===== src/rtl/core/fdasc_pkg.sv =====
// Package with constants and types for the fixed-point to decimal text converter.
`timescale 1ns / 1ps

package fdasc_pkg;

  // Default number format: Q31.16 in a 48-bit input word.
  localparam int INT_BITS_DEF  = 32;
  localparam int FRAC_BITS_DEF = 16;
  localparam int VALUE_W       = 48;

  // Character and register widths.
  localparam int CHAR_W   = 7;
  localparam int PLACES_W = 3;

  // Fraction digit count: reset value and saturation limits.
  localparam logic [PLACES_W-1:0] PLACES_RESET = 3'd3;
  localparam logic [PLACES_W-1:0] PLACES_MIN   = 3'd1;
  localparam logic [PLACES_W-1:0] PLACES_MAX   = 3'd4;

  // ASCII codes that the converter emits.
  localparam logic [CHAR_W-1:0] CHAR_ZERO  = 7'h30;
  localparam logic [CHAR_W-1:0] CHAR_MINUS = 7'h2D;
  localparam logic [CHAR_W-1:0] CHAR_POINT = 7'h2E;

  // Sequencer states, one-hot.
  typedef enum logic [5:0] {
    ST_IDLE  = 6'b000001,
    ST_CONV  = 6'b000010,
    ST_SIGN  = 6'b000100,
    ST_INT   = 6'b001000,
    ST_POINT = 6'b010000,
    ST_FRAC  = 6'b100000
  } fdasc_state_t;

endpackage


===== src/rtl/core/fixed_to_decimal_ascii.sv =====
// Converter from a signed fixed-point number to its decimal ASCII text.
//
//   Channel   Direction  Handshake                  Payload
//   input     in         in_valid / in_ready        value
//   output    out        out_valid / out_ready      char_code, last_char
//   config    in         cfg_wr_en                  cfg_wr_data
//
// An item is loaded, then the integer part is converted one double-dabble bit
// per cycle; the sequencer then steps through each of the ND BCD digit positions
// (skipped leading zeros included) and emits the sign, the point and the fraction
// digits, the point and fraction digits only when the fraction is nonzero.
// A stalled output holds the sequencer until the character register drains.
// Synchronous active-high reset idles the sequencer and sets the fraction
// digit count to three. in_ready is high only while the sequencer is idle.
`timescale 1ns / 1ps

module fixed_to_decimal_ascii #(
  parameter int INT_BITS  = fdasc_pkg::INT_BITS_DEF,
  parameter int FRAC_BITS = fdasc_pkg::FRAC_BITS_DEF
) (
  input  logic                                  clk,
  input  logic                                  rst,
  // Input channel
  input  logic                                  in_valid,
  output logic                                  in_ready,
  input  logic signed [fdasc_pkg::VALUE_W-1:0]  value,
  // Output channel
  output logic                                  out_valid,
  input  logic                                  out_ready,
  output logic        [fdasc_pkg::CHAR_W-1:0]   char_code,
  output logic                                  last_char,
  // Configuration port
  input  logic                                  cfg_wr_en,
  input  logic        [fdasc_pkg::PLACES_W-1:0] cfg_wr_data
);

  localparam int TOTAL  = INT_BITS + FRAC_BITS;
  localparam int EXT_W  = (TOTAL > fdasc_pkg::VALUE_W) ? TOTAL : fdasc_pkg::VALUE_W;
  // Decimal digits needed for the largest integer magnitude.
  localparam int ND     = (INT_BITS * 30103) / 100000 + 1;
  localparam int BCD_W  = ND * 4;
  localparam int CNT_W  = $clog2(INT_BITS + 1);
  localparam int DIG_W  = $clog2(ND + 1);
  localparam int PROD_W = FRAC_BITS + 4;

  fdasc_pkg::fdasc_state_t state;

  logic [fdasc_pkg::PLACES_W-1:0] places_cfg;
  logic [fdasc_pkg::PLACES_W-1:0] places;
  logic [fdasc_pkg::PLACES_W-1:0] places_sat;
  logic [fdasc_pkg::PLACES_W-1:0] frac_cnt;
  logic                           negative;
  logic [INT_BITS-1:0]            ishift;
  logic [FRAC_BITS-1:0]           frac;
  logic [BCD_W-1:0]               bcd;
  logic [BCD_W-1:0]               bcd_adj;
  logic [BCD_W-1:0]               bcd_next;
  logic [CNT_W-1:0]               bit_cnt;
  logic [DIG_W-1:0]               dig_cnt;
  logic                           started;

  logic signed [EXT_W-1:0]        value_ext;
  logic [TOTAL-1:0]               raw;
  logic [TOTAL-1:0]               mag;
  logic [PROD_W-1:0]              prod;
  logic [3:0]                     frac_digit;
  logic [FRAC_BITS-1:0]           frac_next;
  logic [3:0]                     top_digit;
  logic                           last_dig;
  logic                           slot_free;
  logic                           out_load;

  // Sign-extend the input and take the magnitude in the number's own width.
  assign value_ext = EXT_W'(value);
  assign raw       = value_ext[TOTAL-1:0];
  assign mag       = raw[TOTAL-1] ? (~raw + TOTAL'(1)) : raw;

  // Clamp the configured fraction digit count to its meaningful range.
  always_comb begin
    priority if (places_cfg < fdasc_pkg::PLACES_MIN) begin
      places_sat = fdasc_pkg::PLACES_MIN;
    end else if (places_cfg > fdasc_pkg::PLACES_MAX) begin
      places_sat = fdasc_pkg::PLACES_MAX;
    end else begin
      places_sat = places_cfg;
    end
  end

  // Double-dabble step: add three to every digit of five or more,
  // then shift in the next integer bit.
  always_comb begin
    bcd_adj = bcd;
    for (int i = 0; i < ND; i++) begin
      if (bcd[i*4 +: 4] >= 4'd5) begin
        bcd_adj[i*4 +: 4] = bcd[i*4 +: 4] + 4'd3;
      end
    end
    bcd_next = {bcd_adj[BCD_W-2:0], ishift[INT_BITS-1]};
  end

  // Fraction step: times ten as two shifts and an add; the carry-out is the digit.
  assign prod       = (PROD_W'(frac) << 3) + (PROD_W'(frac) << 1);
  assign frac_digit = prod[PROD_W-1:FRAC_BITS];
  assign frac_next  = prod[FRAC_BITS-1:0];

  assign top_digit = bcd[BCD_W-1 -: 4];
  assign last_dig  = (dig_cnt == DIG_W'(ND - 1));
  assign slot_free = !out_valid || out_ready;
  assign in_ready  = (state == fdasc_pkg::ST_IDLE);

  // A character is loaded whenever a printing state finds the register free, except for a skipped leading zero.
  assign out_load = slot_free &&
                    ((state == fdasc_pkg::ST_SIGN) || (state == fdasc_pkg::ST_POINT) ||
                     (state == fdasc_pkg::ST_FRAC) ||
                     ((state == fdasc_pkg::ST_INT) &&
                      (started || last_dig || (top_digit != 4'd0))));

  // Sequencer, working registers and the output character register.
  always_ff @(posedge clk) begin
    if (rst) begin
      state      <= fdasc_pkg::ST_IDLE;
      out_valid  <= 1'b0;
      places_cfg <= fdasc_pkg::PLACES_RESET;
    end else begin
      if (cfg_wr_en) begin
        places_cfg <= cfg_wr_data;
      end
      if (out_load) begin
        out_valid <= 1'b1;
      end else if (out_ready) begin
        out_valid <= 1'b0;
      end

      unique case (state)
        fdasc_pkg::ST_IDLE: begin
          if (in_valid) begin
            negative <= raw[TOTAL-1];
            ishift   <= mag[TOTAL-1:FRAC_BITS];
            frac     <= mag[FRAC_BITS-1:0];
            places   <= places_sat;
            bcd      <= '0;
            bit_cnt  <= '0;
            state    <= fdasc_pkg::ST_CONV;
          end
        end

        fdasc_pkg::ST_CONV: begin
          bcd     <= bcd_next;
          ishift  <= ishift << 1;
          bit_cnt <= bit_cnt + CNT_W'(1);
          if (bit_cnt == CNT_W'(INT_BITS - 1)) begin
            dig_cnt <= '0;
            started <= 1'b0;
            state   <= negative ? fdasc_pkg::ST_SIGN : fdasc_pkg::ST_INT;
          end
        end

        fdasc_pkg::ST_SIGN: begin
          if (slot_free) begin
            char_code <= fdasc_pkg::CHAR_MINUS;
            last_char <= 1'b0;
            state     <= fdasc_pkg::ST_INT;
          end
        end

        fdasc_pkg::ST_INT: begin
          // Leading zeros are dropped, but the units digit always goes out.
          if (top_digit == 4'd0 && !started && !last_dig) begin
            bcd     <= bcd << 4;
            dig_cnt <= dig_cnt + DIG_W'(1);
          end else if (slot_free) begin
            char_code <= fdasc_pkg::CHAR_ZERO + fdasc_pkg::CHAR_W'(top_digit);
            last_char <= last_dig && (frac == '0);
            started   <= 1'b1;
            bcd       <= bcd << 4;
            dig_cnt   <= dig_cnt + DIG_W'(1);
            if (last_dig) begin
              state <= (frac == '0) ? fdasc_pkg::ST_IDLE : fdasc_pkg::ST_POINT;
            end
          end
        end

        fdasc_pkg::ST_POINT: begin
          if (slot_free) begin
            char_code <= fdasc_pkg::CHAR_POINT;
            last_char <= 1'b0;
            frac_cnt  <= '0;
            state     <= fdasc_pkg::ST_FRAC;
          end
        end

        fdasc_pkg::ST_FRAC: begin
          if (slot_free) begin
            char_code <= fdasc_pkg::CHAR_ZERO + fdasc_pkg::CHAR_W'(frac_digit);
            last_char <= (frac_cnt == places - 3'd1);
            frac      <= frac_next;
            frac_cnt  <= frac_cnt + 3'd1;
            if (frac_cnt == places - 3'd1) begin
              state <= fdasc_pkg::ST_IDLE;
            end
          end
        end

        default: begin
          state <= fdasc_pkg::ST_IDLE;
        end
      endcase
    end
  end

endmodule

===== config.mk =====
export PLATFORM = sky130hd
export DESIGN_NAME = fixed_to_decimal_ascii
export DESIGN_NICKNAME = d
export VERILOG_FILES = /design/src/rtl/core/fdasc_pkg.sv /design/src/rtl/core/fixed_to_decimal_ascii.sv
export SDC_FILE = /design/constraint.sdc
export NUM_CORES = 1
export LEC_CHECK = 0
export BUFFER_PORTS_ARGS = -buffer_cell sky130_fd_sc_hd__buf_4
export CAP_MARGIN = 0
export CORE_UTILIZATION = 50
export DETAILED_ROUTE_END_ITERATION = 10
export GPL_TIMING_DRIVEN = 0
export HOLD_SLACK_MARGIN = 0.08
export PLACE_DENSITY = 0.68
export SLEW_MARGIN = 20
export SYNTH_ARGS = -nofsm -noshare
export SYNTH_HDL_FRONTEND = slang
export SYNTH_SLANG_ARGS = --single-unit

===== constraint.sdc =====
create_clock -name clk -period 6.3 [get_ports clk]
set_input_delay 0.63 -clock clk [delete_from_list [all_inputs] [get_ports clk]]
set_output_delay 0.63 -clock clk [all_outputs]
set_load 0.005 [all_outputs]

After elaboration in Yosys (flattened, before gate mapping):

Cells that the tools add are included.

* register bits: 124
* output and inout bits: 10
* word-level logic and storage cells: 163

* $add $sub $neg: 18
* magnitude comparators: 12
* equal/unequal tests: 20
* multiplexer cells: 59
* bitwise logic cells: 2
* reduce and logical (&&, ||, !) cells: 37

Operator list (count)
* 40-bit two-way mux: 3
* 40-bit one-hot mux with 3 select lines: 1
* 32-bit one-hot mux with 2 select lines: 1
* 6-bit two-way mux: 10
* 4-bit two-way mux: 13
* 48-bit by 1-bit adder with 48-bit output (second input constant): 1
* 48-bit two-way mux: 1
* 48-bit inverter: 1
* 4-bit by 3-bit greater-or-equal comparator with 1-bit output (second input constant): 10
* 4-bit by 2-bit adder with 4-bit output (second input constant): 9
* 6-bit one-hot mux with 6 select lines: 1
* 7-bit two-way mux: 5
* 16-bit two-way mux: 2
* 32-bit two-way mux: 1
* 16-bit one-hot mux with 2 select lines: 1
* 7-bit one-hot mux with 4 select lines: 1
* 19-bit by 17-bit adder with 20-bit output: 1
* 16-bit zero test: 1
* 2-bit != test (second input constant): 8
* 4-bit AND reduction: 4
* 6-bit by 4-bit adder with 7-bit output (first input constant): 2
* 6-bit by 5-bit == test with 1-bit output (second input constant): 2
* 3-bit two-way mux: 4
* 6-bit one-hot mux with 2 select lines: 1
* 36 further kinds: 64

Longest topological paths before layout:

Gate-level depths: netlist (run 1).

* word-level depth: 7
* mapped depth: 9
* depth with buffers taken out: 8

Worst setup path after synthesis (run 1):

OpenSTA, ideal clock, no wires.

* path type: flip-flop to flip-flop
* start: register state[4]
* end: register bcd[0] (enable)
* setup time: 0.495 ns
* data arrival time: 4.188 ns
* required time: 5.805 ns
* setup slack: 1.616 ns
* cell stages (with the launch flop): 9
* clock period less this slack: 4.684 ns
* path through: dfxtp_1 > clkbuf_1 > nor4_1 > nand3b_1 > inv_1 > clkbuf_1 > nand2_1 > nor2_1 > nor3b_1

* cells in the longest elaborated chain, start to end: 3

RTL lines
* start: declaration: line fixed_to_decimal_ascii.sv:46 `fdasc_pkg::fdasc_state_t state;`
* start signal: assignment: line fixed_to_decimal_ascii.sv:121 `state <= fdasc_pkg::ST_IDLE;`
* start signal: assignment: line fixed_to_decimal_ascii.sv:143 `state <= fdasc_pkg::ST_CONV;`
* start signal: assignment: line fixed_to_decimal_ascii.sv:154 `state <= negative ? fdasc_pkg::ST_SIGN : fdasc_pkg::ST_INT;`
* 6-bit by 4-bit == test with 1-bit output (tied with other cells): line fixed_to_decimal_ascii.sv:134 `unique case (state)`
* 3-bit by 2-bit != test with 1-bit output (no line) (tied with other cells)
* 4-bit AND reduction (no line) *
* end signal: assignment: line fixed_to_decimal_ascii.sv:148 `bcd <= bcd_next;`
* end signal: assignment: line fixed_to_decimal_ascii.sv:169 `bcd <= bcd << 4;`
* end signal: assignment: line fixed_to_decimal_ascii.sv:175 `bcd <= bcd << 4;`
* end: declaration: line fixed_to_decimal_ascii.sv:55 `logic [BCD_W-1:0] bcd;`

Mark *: on every way between the ends. The rest lies on a longest branch, timed or not.
A chain may end at the register's enable or synchronous reset.

Final worst setup path (run 1):

* start: register state[4]
* end: register frac[4] (enable)

* cells in the longest elaborated chain, start to end: 3

RTL lines
* 6-bit by 1-bit == test with 1-bit output or 6-bit == test (tied branches): line fixed_to_decimal_ascii.sv:134
* 2-bit != test (no line) or 2-bit nonzero test (tied branches)
* 4-bit AND reduction (no line) *
* end signal: assignment: line fixed_to_decimal_ascii.sv:139 `frac <= mag[FRAC_BITS-1:0];`
* end signal: assignment: line fixed_to_decimal_ascii.sv:196 `frac <= frac_next;`
* end: declaration: line fixed_to_decimal_ascii.sv:54 `logic [FRAC_BITS-1:0] frac;`

Marked as above.

==> reports/qor.log, run 1 <==
qor: die.chipWidth 128 um
qor: worst_setup_path.critical_path.max_stage_delay 0.76 ns
qor: logic_synthesis.synth_compound_area_share 19.0%
qor: power_and_ir_drop.power.leakage 3.47 nW
qor: logic_synthesis.synth-edff-count 112
qor: logic_synthesis.synth_async_sr_flop_share 0%
qor: grt.globalRoute.totalOverflow 0
qor: clock_tree.holdBufCountCts 0
qor: clock_tree.cell_at_the_root_of_the_clock_tree sky130_fd_sc_hd__clkbuf_16
qor: clock_tree.cts_setup_buffers 0
qor: worst_setup_path.critical_path.cell_chain clkbuf_1 > or4_1 > nor3b_2 > clkbuf_1 > nand2_1 > a21oi_2
qor: clock_tree.clockBufferDepth 2
qor: clock_tree.post_cts.resized_instances 0
qor: layout.ratio_of_cells_with_drive_above_1_in_the_final_layout 14.3%
qor: sta.slew_at_the_pin_closest_to_its_max_slew_limit 0.967 ns
qor: logic_synthesis.post-synth-top-area-fraction 42.1%
qor: clock_tree.clock_insertion_delay_worst_skew 0.43 ns
qor: layout.final.fill_count 1,301
qor: placement.globalplace.congestion 0.878
qor: logic_synthesis.mappedNetlistArea 7980 sq um
qor: worst_setup_path.crit_path_max_fanout 16
qor: power_and_ir_drop.ir_worst_vdd 0.232 mV
qor: sta.final_min_period_over_clock_period 54.0%
qor: clock_tree.cts_num_sinks 122
qor: logic_synthesis.synth_xor_xnor_area_share 8.62%
qor: die.die-area 16,500 sq um
qor: logic_synthesis.synth_fa_ha_area_share 6.68%
qor: worst_setup_path.worst_path_most_repeated_cell sky130_fd_sc_hd__clkbuf_1
qor: power_and_ir_drop.power_per_cell_area 385 nW/um^2
qor: detailed_routing.routedWlPerCell 17.1 um
qor: grt.grt.total_usage 25.0%
qor: grt.grt_start_max_net_pins 22
qor: sta.final_hold_violating_endpoints 0
qor: logic_synthesis.yosys_warnings 0
qor: job.cap_viol_max_count 0
qor: die.pin_count 66
qor: clock_tree.cts_tree built
qor: grt.grt_pass1_wl 32,100 um
qor: layout.insertedDiodeCount 0
qor: worst_setup_path.cp-start-kind flop
qor: layout.layout_commonest_cell sky130_fd_sc_hd__edfxtp_1
qor: worst_setup_path.critical_path_data_arrival_time 3.45 ns
qor: worst_setup_path.critical_path.endpoint_type flop
qor: logic_synthesis.dominant_combinational_cell_family_by_area_after_synthesis compound AO/OA/AOI/OAI gates
qor: logic_synthesis.syn-instance-count 819
qor: clock_tree.worst_setup_hold_path_clk_slew 0.06 ns
qor: logic_synthesis.synth_seq_area_share 44.6%
qor: die.fp-row-count 45
qor: detailed_routing.final_routed_wirelength_across_all_metal_layers 19,300 um
qor: logic_synthesis.postSynthAreaPerCell 9.75 sq um
qor: worst_setup_path.slowest_stage_cell_on_the_critical_path sky130_fd_sc_hd__a21oi_2
qor: logic_synthesis.yosys-top-cells-area sky130_fd_sc_hd__edfxtp_1, sky130_fd_sc_hd__ha_1, sky130_fd_sc_hd__a21oi_1, sky130_fd_sc_hd__xor2_1, sky130_fd_sc_hd__o21ai_0
qor: placement.hpwlAfterDp 14,400 um
qor: detailed_routing.final_antenna_net_count 0
qor: logic_synthesis.flop_and_latch_count_out_of_synthesis 122
qor: sta.max-slew-margin-rel 35.6%
qor: logic_synthesis.netlist-cell-type-count 66
qor: sta.min_period 3.40 ns
qor: logic_synthesis.synthFlopType sky130_fd_sc_hd__edfxtp_1
qor: clock_tree.cts-htree-levels 4
qor: worst_setup_path.r2r_setup_slack 2.90 ns
qor: detailed_routing.post_drt_via_cell_ratio 5.86
qor: sta.final-setup-viol-count 0
qor: outcome.outcome completed
qor: detailed_routing.via_count 6,626
qor: logic_synthesis.share_of_cell_area_taken_by_muxes_after_synthesis 0.643%
qor: min_path.hold_path.class input pin to flop
qor: logic_synthesis.yosys.area.top_type sky130_fd_sc_hd__edfxtp_1
qor: sta.slew_viol_final 0
qor: die.dieHeight 128 um
qor: logic_synthesis.synthesized_net_count 917
qor: layout.area_growth 18.1%
qor: detailed_routing.drc_errors 0
qor: layout.most-common-layout-cells sky130_fd_sc_hd__edfxtp_1, sky130_fd_sc_hd__a21oi_1, sky130_fd_sc_hd__nor2_1
qor: sta.tns 0 ns
qor: worst_setup_path.cp.required 6.35 ns
qor: grt.number_of_antenna_violations_at_the_first_check_in_global_routing 0
qor: sta.timing.fmax 0.294 GHz
qor: die.design.core.area 15,400 sq um
qor: grt.number_of_global_route_vias_before_repair 6,578
qor: detailed_routing.drtIter0Drc 558
qor: sta.grt_setup_unrepaired no
qor: detailed_routing.firstDrtPassIters 5
qor: power_and_ir_drop.fin_total_pwr 3.63 mW
qor: clock_tree.number_of_cts_inserted_buffers 17
qor: layout.num-nets-final 1,004
qor: sta.clock_skew 0.00896 ns
qor: die.start_util 51.9%
qor: logic_synthesis.synth_simple_gate_area_share 16.6%
qor: worst_setup_path.path_class flop to flop
qor: placement.placement.io_buffers 63
[cells in the mapped netlist, types with 7 or more instances]
| cell type | n |
|---|---|
| sky130_fd_sc_hd__xnor2_1 | 29 |
| sky130_fd_sc_hd__xor2_1 | 47 |
| sky130_fd_sc_hd__nand2b_1 | 12 |
| sky130_fd_sc_hd__edfxtp_1 | 112 |
| sky130_fd_sc_hd__o22ai_1 | 14 |
| sky130_fd_sc_hd__nor4_1 | 8 |
| sky130_fd_sc_hd__nand3b_1 | 7 |
| sky130_fd_sc_hd__o21ai_0 | 60 |
| sky130_fd_sc_hd__nand2_1 | 65 |
| sky130_fd_sc_hd__nor2_1 | 71 |
| sky130_fd_sc_hd__or3_1 | 10 |
| sky130_fd_sc_hd__inv_1 | 35 |
| sky130_fd_sc_hd__dfxtp_1 | 10 |
| sky130_fd_sc_hd__o21ai_1 | 7 |
| sky130_fd_sc_hd__nor3b_1 | 19 |
| sky130_fd_sc_hd__a21o_1 | 8 |
| sky130_fd_sc_hd__nor3_1 | 8 |
| sky130_fd_sc_hd__or4_1 | 11 |
| sky130_fd_sc_hd__nand3_1 | 14 |
| sky130_fd_sc_hd__ha_1 | 41 |
| sky130_fd_sc_hd__o31ai_1 | 15 |
| sky130_fd_sc_hd__clkbuf_1 | 30 |
| sky130_fd_sc_hd__a21oi_1 | 89 |
[logic make-up (layout without fill, tap and decap cells)]
| group | count (synthesis) | count (layout) |
|---|---|---|
| adders and majority gates | 42 | 42 |
| muxes | 5 | 5 |
| DFF | 122 | 122 |
| buffers and inverters | 74 | 174 |
| xor gates and xnor gates | 77 | 77 |
| AOI/OAI and AO/OA | 241 | 241 |
| other | 2 | 2 |
| and+or+nand+nor | 256 | 256 |
[sequential cells by signal (all words and copies together) (netlist names)]
signal / count
char_code: 5
places_cfg: 3
last_char: 1
state: 6
bit_cnt: 6
dig_cnt: 4
frac_cnt: 3
places: 3
started: 1
frac: 16
out_valid: 1
negative: 1
ishift: 32
bcd: 40
[area by class of cell]
class | count | area [sq um] | share of cell area (%)
Tap cell | 211 | 264 | 2.80
Timing Repair Buffer | 68 | 534 | 5.67
Clock inverter | 15 | 200 | 2.12
Sequential cell | 122 | 3560 | 37.8
Multi-Input combinational cell | 623 | 4140 | 43.9
Inverter | 35 | 131 | 1.39
Buffer | 39 | 171 | 1.82
Clock buffer | 17 | 425 | 4.51
[layer usage]
layer | routed length [um] | global-route usage, % | part of all wire, %
met5 | 0 | 0 | 0
met4 | 393 | 9.62 | 2.0
met3 | 1130 | 4.74 | 5.9
met2 | 9210 | 41.5 | 48
met1 | 8550 | 32.3 | 44
[per-stage QoR]
step / area, sq um / worst slack [ns] / hold slack (ns) / instances / utilization (%)
5_1_grt: 9430 / 2.76 / 0.397 / 1130 / 61.3
4_1_cts: 9430 / 2.93 / 0.399 / 1130 / 61.3
6_report: 9430 / 2.90 / 0.408 / 1130 / 61.3
2_1_floorplan: 7980 / 1.62 / 0.455 / 819 / -
3_5_place_dp: 8800 / 2.94 / 0.500 / 1098 / 57.3
3_3_place_gp: 8720 / -0.217 / 0.487 / 1093 / 56.7
[worst paths after layout]
kind | depth (start not counted) | endpoint | from
setup / recovery | 6 | frac[4]$_DFFE_PP_ | state[4]$_SDFFE_PP0P_
hold / removal | 2 | state[2]$_SDFFE_PP0P_ | rst
setup reg to reg | 6 | frac[4]$_DFFE_PP_ | state[4]$_SDFFE_PP0P_
hold reg to reg | 2 | places_cfg[1]$_SDFFE_PP1P_ | places_cfg[1]$_SDFFE_PP1P_
[worst max-delay path: cells and delay by family (launching register included)]
kind / cells / cell delay [ns]
flip-flops: 1 / 0.29
AO/OA/AOI/OAI: 1 / 0.76
AND/OR/NAND/NOR: 3 / 1.27
buffers and inverters: 2 / 0.70
[power by group]
group,total (mW),internal (mW),switching [mW]
combinational,1.24,0.485,0.755
clock,1.04,0.660,0.378
sequential,1.35,1.19,0.158
Power figures use the tool's default switching activity.
==> inputs of run 2 (changes only) <==
--- a/config.mk
+++ b/config.mk
@@ -5,13 +5,14 @@
 export SDC_FILE = /design/constraint.sdc
 export NUM_CORES = 1
 export LEC_CHECK = 0
+export ABC_AREA = 1
 export BUFFER_PORTS_ARGS = -buffer_cell sky130_fd_sc_hd__buf_4
 export CAP_MARGIN = 0
 export CORE_UTILIZATION = 50
 export DETAILED_ROUTE_END_ITERATION = 10
 export GPL_TIMING_DRIVEN = 0
 export HOLD_SLACK_MARGIN = 0.08
-export PLACE_DENSITY = 0.68
+export PLACE_DENSITY = 0.67
 export SLEW_MARGIN = 20
 export SYNTH_ARGS = -nofsm -noshare
 export SYNTH_HDL_FRONTEND = slang
==> constraint.sdc (replaced) <==
create_clock -name clk -period 3.2 [get_ports clk]
set_input_delay 0.32 -clock clk [delete_from_list [all_inputs] [get_ports clk]]
set_output_delay 0.32 -clock clk [all_outputs]
set_load 0.005 [all_outputs]
==> reports/qor.log, run 2 <==
qor: outcome.outcome completed
qor: grt.globalRoute.totalOverflow 0 [unchanged]
qor: logic_synthesis.postSynthAreaPerCell 7.75 sq um [-20%]
qor: die.start_util 50.9% [-1.0 points]
qor: layout.finalInstanceArea 10,200 sq um [+7.9%]
qor: sta.hold_ws 0.111 ns [-0.297 ns]
qor: placement.hpwlAfterDp 16,800 um [+17%]
qor: logic_synthesis.netlist-cell-type-count 52 [-21%]
qor: sta.min_period 2.39 ns [-1.01 ns]
qor: detailed_routing.routedWlPerCell 15.0 um [-12%]
qor: logic_synthesis.mappedNetlistArea 8770 sq um [+9.9%]
qor: logic_synthesis.synth-edff-count 112 [unchanged]
qor: layout.insertedDiodeCount 0 [unchanged]
qor: clock_tree.clockBufferDepth 2 [unchanged]
qor: logic_synthesis.yosys.cell_count.top_type sky130_fd_sc_hd__nand2_1
qor: power_and_ir_drop.power_per_cell_area 696 nW/um^2 [+81%]
qor: worst_setup_path.critical_path.cell_chain nor2_4 > nand3_4 > buf_2 > buf_2 > a21oi_4 > buf_16
qor: clock_tree.cell_at_the_root_of_the_clock_tree sky130_fd_sc_hd__clkbuf_16
qor: layout.layout_commonest_cell sky130_fd_sc_hd__nand2_1
qor: logic_synthesis.yosys-top-cells-area sky130_fd_sc_hd__edfxtp_1, sky130_fd_sc_hd__nand2_1, sky130_fd_sc_hd__nor2_1, sky130_fd_sc_hd__ha_1, sky130_fd_sc_hd__inv_1
qor: layout.largest_reg_flops 40 [unchanged]
qor: worst_setup_path.cp.required 3.32 ns [-3.03 ns]
qor: clock_tree.clock_insertion_delay_worst_skew 0.42 ns [about the same]
qor: die.fp-row-count 48 [+6.7%]
qor: power_and_ir_drop.ir_worst_vdd 0.439 mV [+89%]
qor: clock_tree.cts-htree-levels 4 [unchanged]
qor: detailed_routing.via_count 7,718 [+16%]
qor: sta.timing.fmax 0.418 GHz [+42%]
qor: logic_synthesis.synthFlopType sky130_fd_sc_hd__edfxtp_1
qor: logic_synthesis.synth_seq_area_share 40.6% [-4.0 points]
qor: worst_setup_path.critPathTopFamily buffers and inverters
qor: grt.number_of_antenna_violations_at_the_first_check_in_global_routing 0 [unchanged]
qor: worst_setup_path.critical_path_data_arrival_time 2.51 ns [-0.94 ns]
qor: sta.slew_viol_final 0 [unchanged]
qor: sta.final_hold_violating_endpoints 0 [unchanged]
qor: layout.regMostFlops bcd
qor: logic_synthesis.yosys_warnings 0 [unchanged]
qor: detailed_routing.drtIter0Drc 663 [+19%]
qor: grt.grt_start_max_net_pins 24 [+9.1%]
qor: power_and_ir_drop.power.leakage 4.45 nW [+28%]
qor: clock_tree.post_cts.resized_instances 0 [unchanged]
qor: detailed_routing.final_routed_wirelength_across_all_metal_layers 21,800 um [+13%]
qor: grt.number_of_global_route_vias_before_repair 7,285 [+11%]
qor: logic_synthesis.ys_top_cells_by_count sky130_fd_sc_hd__nand2_1, sky130_fd_sc_hd__nor2_1, sky130_fd_sc_hd__inv_1, sky130_fd_sc_hd__edfxtp_1, sky130_fd_sc_hd__o21ai_0
qor: sta.final_min_period_over_clock_period 74.7% [+21 points]
qor: worst_setup_path.cp-start-kind flop
qor: placement.placement.io_buffers 62 [-1.6%]
qor: logic_synthesis.yosys.area.top_type sky130_fd_sc_hd__edfxtp_1
qor: grt.grt.total_usage 25.5% [+0.58 points]
qor: clock_tree.cts_tree built
qor: die.chipWidth 134 um [+4.8%]
qor: sta.clock_skew 0.0110 ns [+0.00203 ns]
qor: worst_setup_path.crit_path_max_fanout 23 [+7]
qor: sta.grt_setup_unrepaired no
qor: logic_synthesis.syn-instance-count 1,132 [+38%]
qor: placement.globalplace.congestion 0.971 [+11%]
qor: sta.max-slew-margin-rel 51.2% [+16 points]
qor: die.dieHeight 134 um [+4.8%]
qor: sta.final-setup-viol-count 0 [unchanged]
qor: worst_setup_path.critical_path.max_stage_delay 0.57 ns [-0.19 ns]
qor: worst_setup_path.critical_path.endpoint_type flop
qor: min_path.hold_path.class input pin to flop
qor: layout.area_growth 15.9%
qor: die.die-area 18,100 sq um [+9.8%]
qor: clock_tree.number_of_cts_inserted_buffers 17 [unchanged]
qor: worst_setup_path.critPathBufInv 3 [+1]
qor: sta.tns 0 ns [unchanged]
qor: detailed_routing.final_antenna_net_count 0 [unchanged]
qor: detailed_routing.firstDrtPassIters 6 [+1]
qor: layout.largestRegisters bcd (40), ishift (32), frac (16)
qor: logic_synthesis.synth_async_sr_flop_share 0% [unchanged]
qor: layout.ratio_of_cells_with_drive_above_1_in_the_final_layout 14.6% [+0.31 points]
qor: clock_tree.worst_setup_hold_path_clk_slew 0.06 ns [about the same]
qor: worst_setup_path.slowest_stage_cell_on_the_critical_path sky130_fd_sc_hd__a21oi_4
qor: detailed_routing.post_drt_via_cell_ratio 5.31 [-9.5%]
qor: sta.slew_at_the_pin_closest_to_its_max_slew_limit 0.728 ns [-0.239 ns]
qor: die.pin_count 66 [unchanged]
qor: job.cap_viol_max_count 0 [unchanged]
qor: logic_synthesis.synthesized_net_count 1,230 [+34%]
qor: layout.most-common-layout-cells sky130_fd_sc_hd__nand2_1, sky130_fd_sc_hd__nor2_1, sky130_fd_sc_hd__inv_1
qor: layout.num-nets-final 1,314 [+31%]
qor: clock_tree.cts_setup_buffers 0 [unchanged]
qor: placement.placed_area 9600 sq um [+9.1%]
qor: logic_synthesis.post-synth-top-area-fraction 38.3% [-3.8 points]
qor: clock_tree.holdBufCountCts 0 [unchanged]
qor: detailed_routing.drc_errors 0 [unchanged]
qor: worst_setup_path.path_class flop to flop
qor: grt.grt_pass1_wl 35,800 um [+11%]
qor: clock_tree.cts_num_sinks 122 [unchanged]
qor: layout.final.fill_count 1,613 [+24%]
qor: worst_setup_path.worst_path_most_repeated_cell sky130_fd_sc_hd__buf_2
qor: die.design.core.area 17,200 sq um [+12%]
qor: logic_synthesis.flop_and_latch_count_out_of_synthesis 122 [unchanged]
[run 2: cell types whose count changed after synthesis, sizes merged, moves of 16 or more]
cell | before | now
nand2 | 65 | 283
inv | 35 | 136
nor2 | 71 | 163
nand3 | 14 | 86
a21oi | 89 | 47
clkbuf | 30 | 4
xnor2 | 29 | 6
o21ai | 67 | 88
nor3b | 20 | 0
o31ai | 22 | 2
buf | 9 | 26
xor2 | 47 | 30
nand4 | 4 | 20
[run 2: cells by family (layout without fill, tap and decap cells)]
kind of cell	Yosys count	in the layout	share of synthesized area [%]
adders and majority gates	42	42	6.07
and+or+nand+nor	576	576	29.4
other	2	2	0.0856
buffers and inverters	167	264	7.79
xor gates and xnor gates	36	36	3.59
DFF	122	122	40.6
AOI/OAI and AO/OA	187	187	12.5
[run 2: routing by layer]
metal | part of all wire (%) | track usage, % | wire (um) | up-vias
li1 | - | - | - | 3979
met1 | 47 | 34.6 | 10200 | 3492
met2 | 46 | 41.2 | 10100 | 220
met3 | 5.1 | 4.02 | 1120 | 27
met4 | 1.8 | 9.86 | 384 | 0
met5 | 0 | 0 | 0 | -
[run 2: metrics by stage]
step / instances / setup slack [ns] / util [%] / power, mW
finish: 1454 / 0.809 / 59.0 / 7.08
global route: 1454 / 0.696 / 59.0 / 7.60
CTS: 1454 / 0.788 / 59.0 / 7.12
detailed placement: 1422 / 0.798 / 55.7 / 5.27
global placement: 1419 / -0.0246 / 55.3 / 5.14
floorplan: 1132 / 0.687 / - / 4.49
[run 2: final timing paths]
kind | slack, ns | to | startpoint | depth (start not counted)
worst max-delay path | 0.81 | ishift[22]$_DFFE_PP_ | state[4]$_SDFFE_PP0P_ | 6
worst max register to register | 0.81 | ishift[22]$_DFFE_PP_ | state[4]$_SDFFE_PP0P_ | 6
worst min register to register | 0.48 | places_cfg[0]$_SDFFE_PP1P_ | places_cfg[0]$_SDFFE_PP1P_ | 2
worst min-delay path | 0.11 | places_cfg[0]$_SDFFE_PP1P_ | cfg_wr_data[0] | 3
[run 2: layout make-up]
class / count / area, sq um / share of cell area [%]
flip-flops and latches: 122 / 3560 / 35.0
repair buffers: 65 / 532 / 5.23
plain buffers: 30 / 164 / 1.61
well taps: 225 / 282 / 2.77
inverters: 137 / 519 / 5.10
multi-input cells: 843 / 4540 / 44.7
clock inverters: 9 / 57.6 / 0.566
clock buffers: 23 / 510 / 5.02
[run 2: power by group]
group | switching [mW] | internal [mW] | leakage (nW) | total (mW)
sequential | 0.274 | 2.34 | 1.13 | 2.62
clock | 0.702 | 1.12 | 0.288 | 1.82
combinational | 1.71 | 0.934 | 3.03 | 2.64
total | 2.69 | 4.40 | 4.45 | 7.08
[run 2: worst reg2reg max path, stage by stage, from the launching register on]
cell and delay, ns:
sky130_fd_sc_hd__dfxtp_1 0.36, sky130_fd_sc_hd__nor2_4 0.22, sky130_fd_sc_hd__nand3_4 0.16, sky130_fd_sc_hd__buf_2 0.25, sky130_fd_sc_hd__buf_2 0.28, sky130_fd_sc_hd__a21oi_4 0.57
sky130_fd_sc_hd__buf_16 0.25
